[config.mk]
export PLATFORM = sky130hd
export DESIGN_NAME = dshot_frame_encoder_top
export DESIGN_NICKNAME = d
export VERILOG_FILES = /design/src/sv/dfe_pkg.sv /design/src/sv/dfe_cfg_regs.sv /design/src/sv/dfe_serializer.sv /design/src/sv/dfe_out_stage.sv /design/src/sv/dshot_frame_encoder_top.sv
export SDC_FILE = /design/constraint.sdc
export NUM_CORES = 1
export LEC_CHECK = 0
export ABC_AREA = 0
export BUFFER_PORTS_ARGS = -buffer_cell sky130_fd_sc_hd__buf_2
export CAP_MARGIN = 15
export CORE_ASPECT_RATIO = 1.75
export CORE_MARGIN = 10
export CORE_UTILIZATION = 55
export CTS_CLUSTER_DIAMETER = 100
export CTS_CLUSTER_SIZE = 8
export DETAILED_ROUTE_END_ITERATION = 8
export GPL_ROUTABILITY_DRIVEN = 0
export PLACE_DENSITY = 0.85
export SYNTH_ARGS = -nofsm -noshare
export SYNTH_HDL_FRONTEND = slang
export SYNTH_SLANG_ARGS = --single-unit
[constraint.sdc]
create_clock -name clk -period 2.7 [get_ports clk]
set_input_delay 0.135 -clock clk [delete_from_list [all_inputs] [get_ports clk]]
set_output_delay 0.135 -clock clk [all_outputs]
set_load 0.1 [all_outputs]
[src/sv/dfe_pkg.sv]
// ----------------------------------------------------------------------------
// DSHOT frame encoder package
// Widths, register indexes, reset values, shared types and the frame builder.
// ----------------------------------------------------------------------------
package dfe_pkg;

  localparam int FRAME_BITS = 16;
  localparam int CNT_W      = $clog2(FRAME_BITS);
  localparam int CMD_BITS   = 11;
  localparam int CMD_IN_W   = 12;
  localparam int PULSE_W    = 16;
  localparam int IN_W       = 16;
  localparam int OUT_W      = 24;
  localparam int CFG_IDX_W  = 2;
  localparam int CFG_DATA_W = 16;

  // Register indexes on the configuration port
  localparam logic [CFG_IDX_W-1:0] CFG_SHORT_PULSE = 2'd0;
  localparam logic [CFG_IDX_W-1:0] CFG_LONG_PULSE  = 2'd1;
  localparam logic [CFG_IDX_W-1:0] CFG_MAX_COMMAND = 2'd2;

  localparam logic [PULSE_W-1:0]  RST_SHORT_PULSE = 16'd375;
  localparam logic [PULSE_W-1:0]  RST_LONG_PULSE  = 16'd750;
  localparam logic [CMD_BITS-1:0] RST_MAX_COMMAND = 11'd2047;

  typedef struct packed {
    logic [PULSE_W-1:0]  short_pulse_ticks;
    logic [PULSE_W-1:0]  long_pulse_ticks;
    logic [CMD_BITS-1:0] max_command;
  } cfg_t;

  // One symbol handed from the serializer to the output stage
  typedef struct packed {
    logic bit_value;
    logic last_bit;
    logic range_error;
  } sym_t;

  // Command bits, telemetry bit, then XOR of the three upper nibbles
  function automatic logic [FRAME_BITS-1:0] build_frame(
    input logic [CMD_BITS-1:0] cmd,
    input logic                tlm
  );
    logic [FRAME_BITS-1:0] f;
    logic [3:0]            chk;
    f   = {cmd, tlm, 4'h0};
    chk = f[7:4] ^ f[11:8] ^ f[15:12];
    return {f[FRAME_BITS-1:4], chk};
  endfunction

endpackage

[src/sv/dfe_cfg_regs.sv]
// ----------------------------------------------------------------------------
// DSHOT configuration registers
// Holds pulse widths and the command limit; each accepted write is registered.
// ----------------------------------------------------------------------------
module dfe_cfg_regs (
  input  logic                           clk,
  input  logic                           rst,
  input  logic                           cfg_valid,
  output logic                           cfg_ready,
  input  logic [dfe_pkg::CFG_IDX_W-1:0]  cfg_index,
  input  logic [dfe_pkg::CFG_DATA_W-1:0] cfg_data,
  output dfe_pkg::cfg_t                  cfg
);
  import dfe_pkg::*;

  assign cfg_ready = 1'b1;

  // Decode the index and update the addressed register; unknown index drops
  always_ff @(posedge clk) begin
    if (rst) begin
      cfg.short_pulse_ticks <= RST_SHORT_PULSE;
      cfg.long_pulse_ticks  <= RST_LONG_PULSE;
      cfg.max_command       <= RST_MAX_COMMAND;
    end else if (cfg_valid && cfg_ready) begin
      case (cfg_index)
        CFG_SHORT_PULSE: cfg.short_pulse_ticks <= cfg_data;
        CFG_LONG_PULSE:  cfg.long_pulse_ticks  <= cfg_data;
        CFG_MAX_COMMAND: cfg.max_command       <= cfg_data[CMD_BITS-1:0];
        default: ;
      endcase
    end
  end

endmodule

[src/sv/dfe_serializer.sv]
// ----------------------------------------------------------------------------
// DSHOT frame serializer
// Builds the frame on accept and shifts it out one symbol per cycle while the output stage is ready.
// ----------------------------------------------------------------------------
module dfe_serializer (
  input  logic                          clk,
  input  logic                          rst,
  input  logic                          in_valid,
  output logic                          in_ready,
  input  logic [dfe_pkg::CMD_IN_W-1:0]  command_value,
  input  logic                          telemetry_request,
  input  logic [dfe_pkg::CMD_BITS-1:0]  max_command,
  output logic                          sym_valid,
  input  logic                          sym_ready,
  output dfe_pkg::sym_t                 sym
);
  import dfe_pkg::*;

  logic                  busy;
  logic [CNT_W-1:0]      cnt;
  logic [FRAME_BITS-1:0] frame_sr;
  logic                  err;
  logic                  load;
  logic                  adv;
  logic                  last;

  assign last     = err || (cnt == CNT_W'(FRAME_BITS - 1));
  assign adv      = busy && sym_ready;
  assign in_ready = !busy || (adv && last);
  assign load     = in_valid && in_ready;

  assign sym_valid       = busy;
  assign sym.bit_value   = frame_sr[FRAME_BITS-1] && !err;
  assign sym.last_bit    = last;
  assign sym.range_error = err;

  // Track occupancy and bit position
  always_ff @(posedge clk) begin
    if (rst) begin
      busy <= 1'b0;
      cnt  <= '0;
    end else if (load) begin
      busy <= 1'b1;
      cnt  <= '0;
    end else if (adv) begin
      cnt <= cnt + 1'b1;
      if (last) begin
        busy <= 1'b0;
      end
    end
  end

  // Load a fresh frame or shift out the bit just taken
  always_ff @(posedge clk) begin
    if (load) begin
      frame_sr <= build_frame(command_value[CMD_BITS-1:0], telemetry_request);
      err      <= (command_value > {1'b0, max_command});
    end else if (adv) begin
      frame_sr <= {frame_sr[FRAME_BITS-2:0], 1'b0};
    end
  end

endmodule

[src/sv/dfe_out_stage.sv]
// ----------------------------------------------------------------------------
// DSHOT output stage
// Maps each symbol to its pulse width and holds it until the sink takes it.
// ----------------------------------------------------------------------------
module dfe_out_stage (
  input  logic                      clk,
  input  logic                      rst,
  input  logic                      sym_valid,
  output logic                      sym_ready,
  input  dfe_pkg::sym_t             sym,
  input  dfe_pkg::cfg_t             cfg,
  output logic                      m_tvalid,
  input  logic                      m_tready,
  output logic [dfe_pkg::OUT_W-1:0] m_tdata,
  output logic                      m_tlast,
  output logic                      m_tuser
);
  import dfe_pkg::*;

  logic [PULSE_W-1:0] pulse_next;

  assign sym_ready = !m_tvalid || m_tready;

  // Pick the high time; an error item carries zero
  always_comb begin
    if (sym.range_error) begin
      pulse_next = '0;
    end else if (sym.bit_value) begin
      pulse_next = cfg.long_pulse_ticks;
    end else begin
      pulse_next = cfg.short_pulse_ticks;
    end
  end

  always_ff @(posedge clk) begin
    if (rst) begin
      m_tvalid <= 1'b0;
    end else if (sym_ready) begin
      m_tvalid <= sym_valid;
    end
  end

  // Hold the payload while stalled
  always_ff @(posedge clk) begin
    if (sym_ready && sym_valid) begin
      m_tdata <= {(OUT_W - PULSE_W - 1)'(0), sym.bit_value, pulse_next};
      m_tlast <= sym.last_bit;
      m_tuser <= sym.range_error;
    end
  end

endmodule

[src/sv/dshot_frame_encoder_top.sv]
// ----------------------------------------------------------------------------
// DSHOT frame encoder
// Turns a motor command into sixteen bit-pulse items or one error item.
// ----------------------------------------------------------------------------
// Input stream s_*: one item per command (command value, telemetry request).
// Output stream m_*: one item per frame bit, MSB first, carrying the high
// time in ticks and the bit; tlast marks the sixteenth bit. A command above
// max_command gives a single item with tuser set, zero width and tlast set.
// Config channel cfg_*: register index and data, always ready, one write per
// cycle; write only while the block is idle.
// The first item of a frame is registered in the serializer and then in the
// output register. The serializer shift register emits one bit per cycle
// while the sink does not stall. The next command is taken in the cycle the
// last bit leaves the serializer, so frames follow each other with no gap.
// Reset empties the serializer and output register and loads the default
// pulse widths (375 and 750 ticks) and limit (2047). When the sink stalls,
// the output item holds and the serializer and input side stall behind it.
// ----------------------------------------------------------------------------
module dshot_frame_encoder_top (
  input  logic                           clk,
  input  logic                           rst,
  input  logic                           s_tvalid,
  output logic                           s_tready,
  // [11:0] command_value, [12] telemetry_request, [15:13] zero
  input  logic [dfe_pkg::IN_W-1:0]       s_tdata,
  output logic                           m_tvalid,
  input  logic                           m_tready,
  // [15:0] pulse_width, [16] bit_value, [23:17] zero
  output logic [dfe_pkg::OUT_W-1:0]      m_tdata,
  output logic                           m_tlast,
  // [0] range_error
  output logic                           m_tuser,
  input  logic                           cfg_valid,
  output logic                           cfg_ready,
  input  logic [dfe_pkg::CFG_IDX_W-1:0]  cfg_index,
  input  logic [dfe_pkg::CFG_DATA_W-1:0] cfg_data
);
  import dfe_pkg::*;

  cfg_t cfg;
  sym_t sym;
  logic sym_valid;
  logic sym_ready;

  dfe_cfg_regs u_cfg (
    .clk       (clk),
    .rst       (rst),
    .cfg_valid (cfg_valid),
    .cfg_ready (cfg_ready),
    .cfg_index (cfg_index),
    .cfg_data  (cfg_data),
    .cfg       (cfg)
  );

  dfe_serializer u_ser (
    .clk               (clk),
    .rst               (rst),
    .in_valid          (s_tvalid),
    .in_ready          (s_tready),
    .command_value     (s_tdata[CMD_IN_W-1:0]),
    .telemetry_request (s_tdata[CMD_IN_W]),
    .max_command       (cfg.max_command),
    .sym_valid         (sym_valid),
    .sym_ready         (sym_ready),
    .sym               (sym)
  );

  dfe_out_stage u_out (
    .clk       (clk),
    .rst       (rst),
    .sym_valid (sym_valid),
    .sym_ready (sym_ready),
    .sym       (sym),
    .cfg       (cfg),
    .m_tvalid  (m_tvalid),
    .m_tready  (m_tready),
    .m_tdata   (m_tdata),
    .m_tlast   (m_tlast),
    .m_tuser   (m_tuser)
  );

endmodule

==> Yosys cells after proc, flatten, opt, wreduce, memory -nomap -nowiden <==
Index checks and enable logic that the tools add are counted.
{ "classes": {"n_addsub": 1, "order_cmp": 1, "n_eq_ne": 3, "muxes": 6, "bitwise": 2, "reduce_logical": 18} }
{ "op_table": {"columns": ["cell", "n"], "rows": [
  ["2-to-1 mux 16 bit", 3],
  ["> comparator 12 x 11 -> 1 bit", 1],
  ["AND reduction 2 bit", 4],
  ["bitwise XOR 4 bit", 2],
  ["adder 4 x 1 -> 4 bit (second input constant)", 1],
  ["equality test 4 bit (second input constant)", 1],
  ["logical AND 1 bit", 4],
  ["nonzero test 2 bit", 2],
  ["logical NOT 1 bit", 3],
  ["logical OR 1 bit", 3],
  ["2-to-1 mux 1 bit", 3],
  ["equality test 2 x 1 -> 1 bit (second input constant)", 1],
  ["equality test 2 bit (second input constant)", 1],
  ["logical NOT 2 bit", 1],
  ["OR reduction 2 bit", 1]
]} }
{ "word_totals": {"register_bits": 85, "out_inout_bits": 29} }

==> Depth between registers and ports, before layout <==
{ "depth": {"depth_word": 8, "mapped_depth": 7} }

==> Modules after synthesis <==
From an unflattened synthesis, not the netlist that was laid out.
{ "hier_totals": {"hier_cells": 358, "area_unflattened_um2": 4010.1} }
{ "by_module_without_submodules": {"columns": ["module", "n_inst", "cells_each", "area_per_inst_um2", "seq_area_each_um2"], "rows": [
  ["dfe_cfg_regs", 1, 170, 1726.7, 860.8],
  ["dfe_serializer", 1, 120, 1355.0, 610.6],
  ["dfe_out_stage", 1, 68, 928.4, 590.6]
]} }

==> Worst setup path after synthesis <==
OpenSTA, ideal clock, no wires.
{ "synth_path": {"path_kind": "flip-flop to flip-flop", "start": "register u_out.m_tvalid", "end": "register u_ser.frame_sr[10] (data pin)", "arrival_time_ns": 2.193, "required_ns": 2.440, "path_slack_ns": 0.246, "stages_incl_launch_ff": 7, "period_less_slack_ns": 2.454, "path_cell_list": "dfxtp_1 nand2b_1 a21o_4 nand2_8 inv_6 buf_12 mux2_4"} }
{ "synth_via": {"elab_chain_len": 7} }
{ "synth_lines": {"columns": ["element", "line", "rtl"], "rows": [
  ["start: declaration", "dfe_out_stage.sv:12", "output logic m_tvalid,"],
  ["start signal: assignment", "dfe_out_stage.sv:39", "m_tvalid <= sym_valid;"],
  ["logical NOT 1 bit", "dfe_out_stage.sv:22", "assign sym_ready = !m_tvalid || m_tready;"],
  ["logical OR 1 bit", "dfe_out_stage.sv:22", null],
  ["logical AND 1 bit", "dfe_serializer.sv:28", "assign adv = busy && sym_ready;"],
  ["logical AND 1 bit", "dfe_serializer.sv:29", "assign in_ready = !busy || (adv && last);"],
  ["logical OR 1 bit", "dfe_serializer.sv:29", null],
  ["via s_tready", "dshot_frame_encoder_top.sv:23", "output logic s_tready,"],
  ["logical AND 1 bit", "dfe_serializer.sv:30", "assign load = in_valid && in_ready;"],
  ["via u_ser.load", "dfe_serializer.sv:23", "logic load;"],
  ["2-to-1 mux 16 bit", "dfe_serializer.sv:55", "if (load) begin"],
  ["end signal: assignment", "dfe_serializer.sv:56", "frame_sr <= build_frame(command_value[CMD_BITS-1:0], telemetry_request);"],
  ["end signal: assignment", "dfe_serializer.sv:59", "frame_sr <= {frame_sr[FRAME_BITS-2:0], 1'b0};"],
  ["end: declaration", "dfe_serializer.sv:21", "logic [FRAME_BITS-1:0] frame_sr;"]
]} }
The timed path passes the listed nets, and every way through them passes these cells.
A chain may end at the register's enable or synchronous reset.

==> impl_metrics.ini <==
[synth]
synth_area_per_cell_um2 = 10.6
synth.area.mux_share_pct = 9.40
seq_area_frac_synth_pct = 54.2
synth_cell_type_count = 39
netlist_instances = 360
synthesis.area_um2 = 3800
yosys.area_share.simple_pct = 15.9
synthXorXnorAreaFrac_pct = 2.53
synth_fa_ha_area_share_pct = 3.95
ys_async_sr_fraction_pct = 0
synth_compound_area_share_pct = 7.76
ys_ff_latch = 85
synth_edf_count = 36
synth_area_leaders = edfxtp_1 28%, dfxtp_1 26%, nand2_1 6.6%
synth_warnings = 0
synthFlopType = dfxtp_1
synth_top_area_share_pct = 28.4
synth_top_family_by_area = simple AND/OR/NAND/NOR gates
synth_top_cell_by_area = edfxtp_1

[clock_network]
cts_tree = done
cts.sinks = 85
cts_setup_buffers = 0
clk_pin_slew_worst_paths_ns = 0.06
htree_levels = 3
cts_root_buffer = clkbuf_16
clk_path_buf_depth = 2
numCtsBuffers = 9
cts_resized = 0
postCtsHoldBufs = 0
clk_latency_ns = 0.34

[outcome]
status = complete, no violations

[setup_path]
critPathBufInv = 1
crit_path_top_delay_cell = dfxtp_1
worstSetupPathType = reg2out
cp-start-kind = register
max_stage_delay_ns = 0.32
rr_worst_depth = 6
worstPathMaxFanout = 3
end_kind = primary output
worstPathArrival_ns = 1.65
crit_family = compound AO/OA/AOI/OAI gates
path_cells = ha_1 -> a31o_4 -> a21o_4 -> buf_2
path_depth = 4
required_ns = 2.57

[detailed_routing]
post-route-drc-count = 0
viasPerCell = 5.48
wl_per_cell_um = 16.6
drt_iter0_drc = 208
wl_um = 8300
drtPass1Iterations = 5
vias = 2741
drt.antenna.violating_nets = 0

[timing]
post-route-min-period_ns = 1.79
min_period_over_period_pct = 66.3
worst_slack_ns = 0.911
finClkSkew_ns = 0.00624
tns_ns = 0
final_max_slew_viol_count = 0
slew_headroom_pct = 36.4
maxClockFrequency_ghz = 0.559
hold_viol_final = 0
max_slew.worst_pin.slew_ns = 0.954
rsz0062_at_grt = no
final-setup-viol-count = 0

[pwr]
vdd_drop_max_mv = 0.510
p_clk_share_pct = 35.8
powerDensity_nw_per_um2 = 711
p_comb_share_pct = 16.4
p_int_mw = 2.21
power_switching_share_pct = 28.7
switching_power_mw = 0.889
pwr-share-seq_pct = 47.8
p_leak_nw = 1.91

[placement]
place_hpwl_um = 5870
pre_cts_slack_ns = 0.927
dp_cells = 483
portBuffers = 56

[global_route]
grt-ovfl-total = 0
antenna_found_initial = 1
grt_use_total_pct = 15.5
grt_pass1_wl_um = 13500
grt_max_degree = 50
grt_pass1_vias = 2855

[layout]
fin_cells = 500
nets = 461
area_growth_syn_to_layout_pct = 14.4
drive_above_1_share_pct = 22.7
utilization_pct = 63.9
layout_common_cells = 67 x nand2_1, 56 x buf_2, 49 x dfxtp_1, 36 x edfxtp_1, 27 x nor2_1
final_common_cell = nand2_1

[floorplan]
ios = 68
start_util_pct = 55.9
fp.dieH_um = 130
dieArea_um2 = 10800
row_count = 40
dieWidth_um = 82.9
coreArea_um2 = 6810

[worst_hold_path]
hp-class = in2reg
hold_depth = 2

[job]
drv_cap = 0
registers in the layout, summed over array words and instances, names as in the netlist, 4 cells and up:
| register | cells |
|---|---|
| u_cfg.cfg | 43 |
| u_out.m_tdata | 17 |
| u_ser.frame_sr | 16 |
| u_ser.cnt | 4 |
synthesized netlist by cell type (2+ instances only):
| master | instances |
|---|---|
| buf_4 | 8 |
| xor2_1 | 4 |
| xnor2_1 | 7 |
| edfxtp_1 | 36 |
| ha_1 | 12 |
| nand3b_1 | 16 |
| nor3_1 | 4 |
| clkbuf_1 | 13 |
| a211oi_1 | 2 |
| mux2_4 | 5 |
| nand2_1 | 67 |
| buf_2 | 2 |
| a211o_1 | 10 |
| nand3_1 | 4 |
| mux2i_1 | 17 |
| o21ai_0 | 4 |
| dfxtp_1 | 49 |
| mux2_2 | 10 |
| nor2_1 | 27 |
| inv_1 | 18 |
| conb_1 | 2 |
| a21oi_1 | 25 |
| and3b_1 | 2 |
stage by stage:
stage	hold slack, ns	total power, mW	area [um2]
after floorplan	0.253	1.91	3830
after global placement	0.369	1.99	4080
after detailed placement	0.384	2.01	4080
after CTS	0.0270	3.11	4350
after global routing	0.0400	3.21	4350
final	0.0377	3.09	4350
kinds of logic after synthesis:
kind of cell,count (synthesis)
other,2
DFF,85
adders and majority gates,12
xor gates and xnor gates,11
AOI/OAI and AO/OA,45
and+or+nand+nor,128
muxes,32
buffers and inverters,45
metal layers:
layer  routed length [um]  GRT usage (%)  up-vias
met5                    0              0        -
met4                  257           8.65        0
met3                  493           5.49       18
met2                 4380           27.4       83
met1                 3160           15.6     1330
li1                     -              -     1310
path summary, 6_finish.rpt:
check | startpoint | to | slack, ns
setup / recovery | u_ser.cnt[0]$_SDFFE_PP0P_ | s_tready | 0.91
hold / removal | cfg_data[4] | u_cfg.cfg[4]$_SDFFE_PP1P_ | 0.04
setup reg to reg | u_ser.cnt[0]$_SDFFE_PP0P_ | u_ser.frame_sr[11]$_DFFE_PP_ | 0.94
hold reg to reg | u_cfg.cfg[15]$_SDFFE_PP0P_ | u_cfg.cfg[15]$_SDFFE_PP0P_ | 0.45
cell type report:
type	count	area, um2
repair buffers	59	303
clock buffers	10	229
fillers	545	2450
inverters	19	76.3
well taps	84	105
clock inverters	6	38.8
flip-flops and latches	85	2060
diodes	1	2.50
multi-input cells	236	1540
power by group through the flow:
| stage | sequential (mW) | combinational (mW) | clock, mW |
|---|---|---|---|
| finish | 1.48 | 0.506 | 1.11 |
| global route | 1.49 | 0.543 | 1.18 |
| CTS | 1.48 | 0.507 | 1.13 |
| detailed placement | 1.51 | 0.503 | 0 |
| global placement | 1.50 | 0.489 | 0 |
| floorplan | 1.62 | 0.285 | 0 |
No activity file was read; power rests on OpenSTA's default activity.
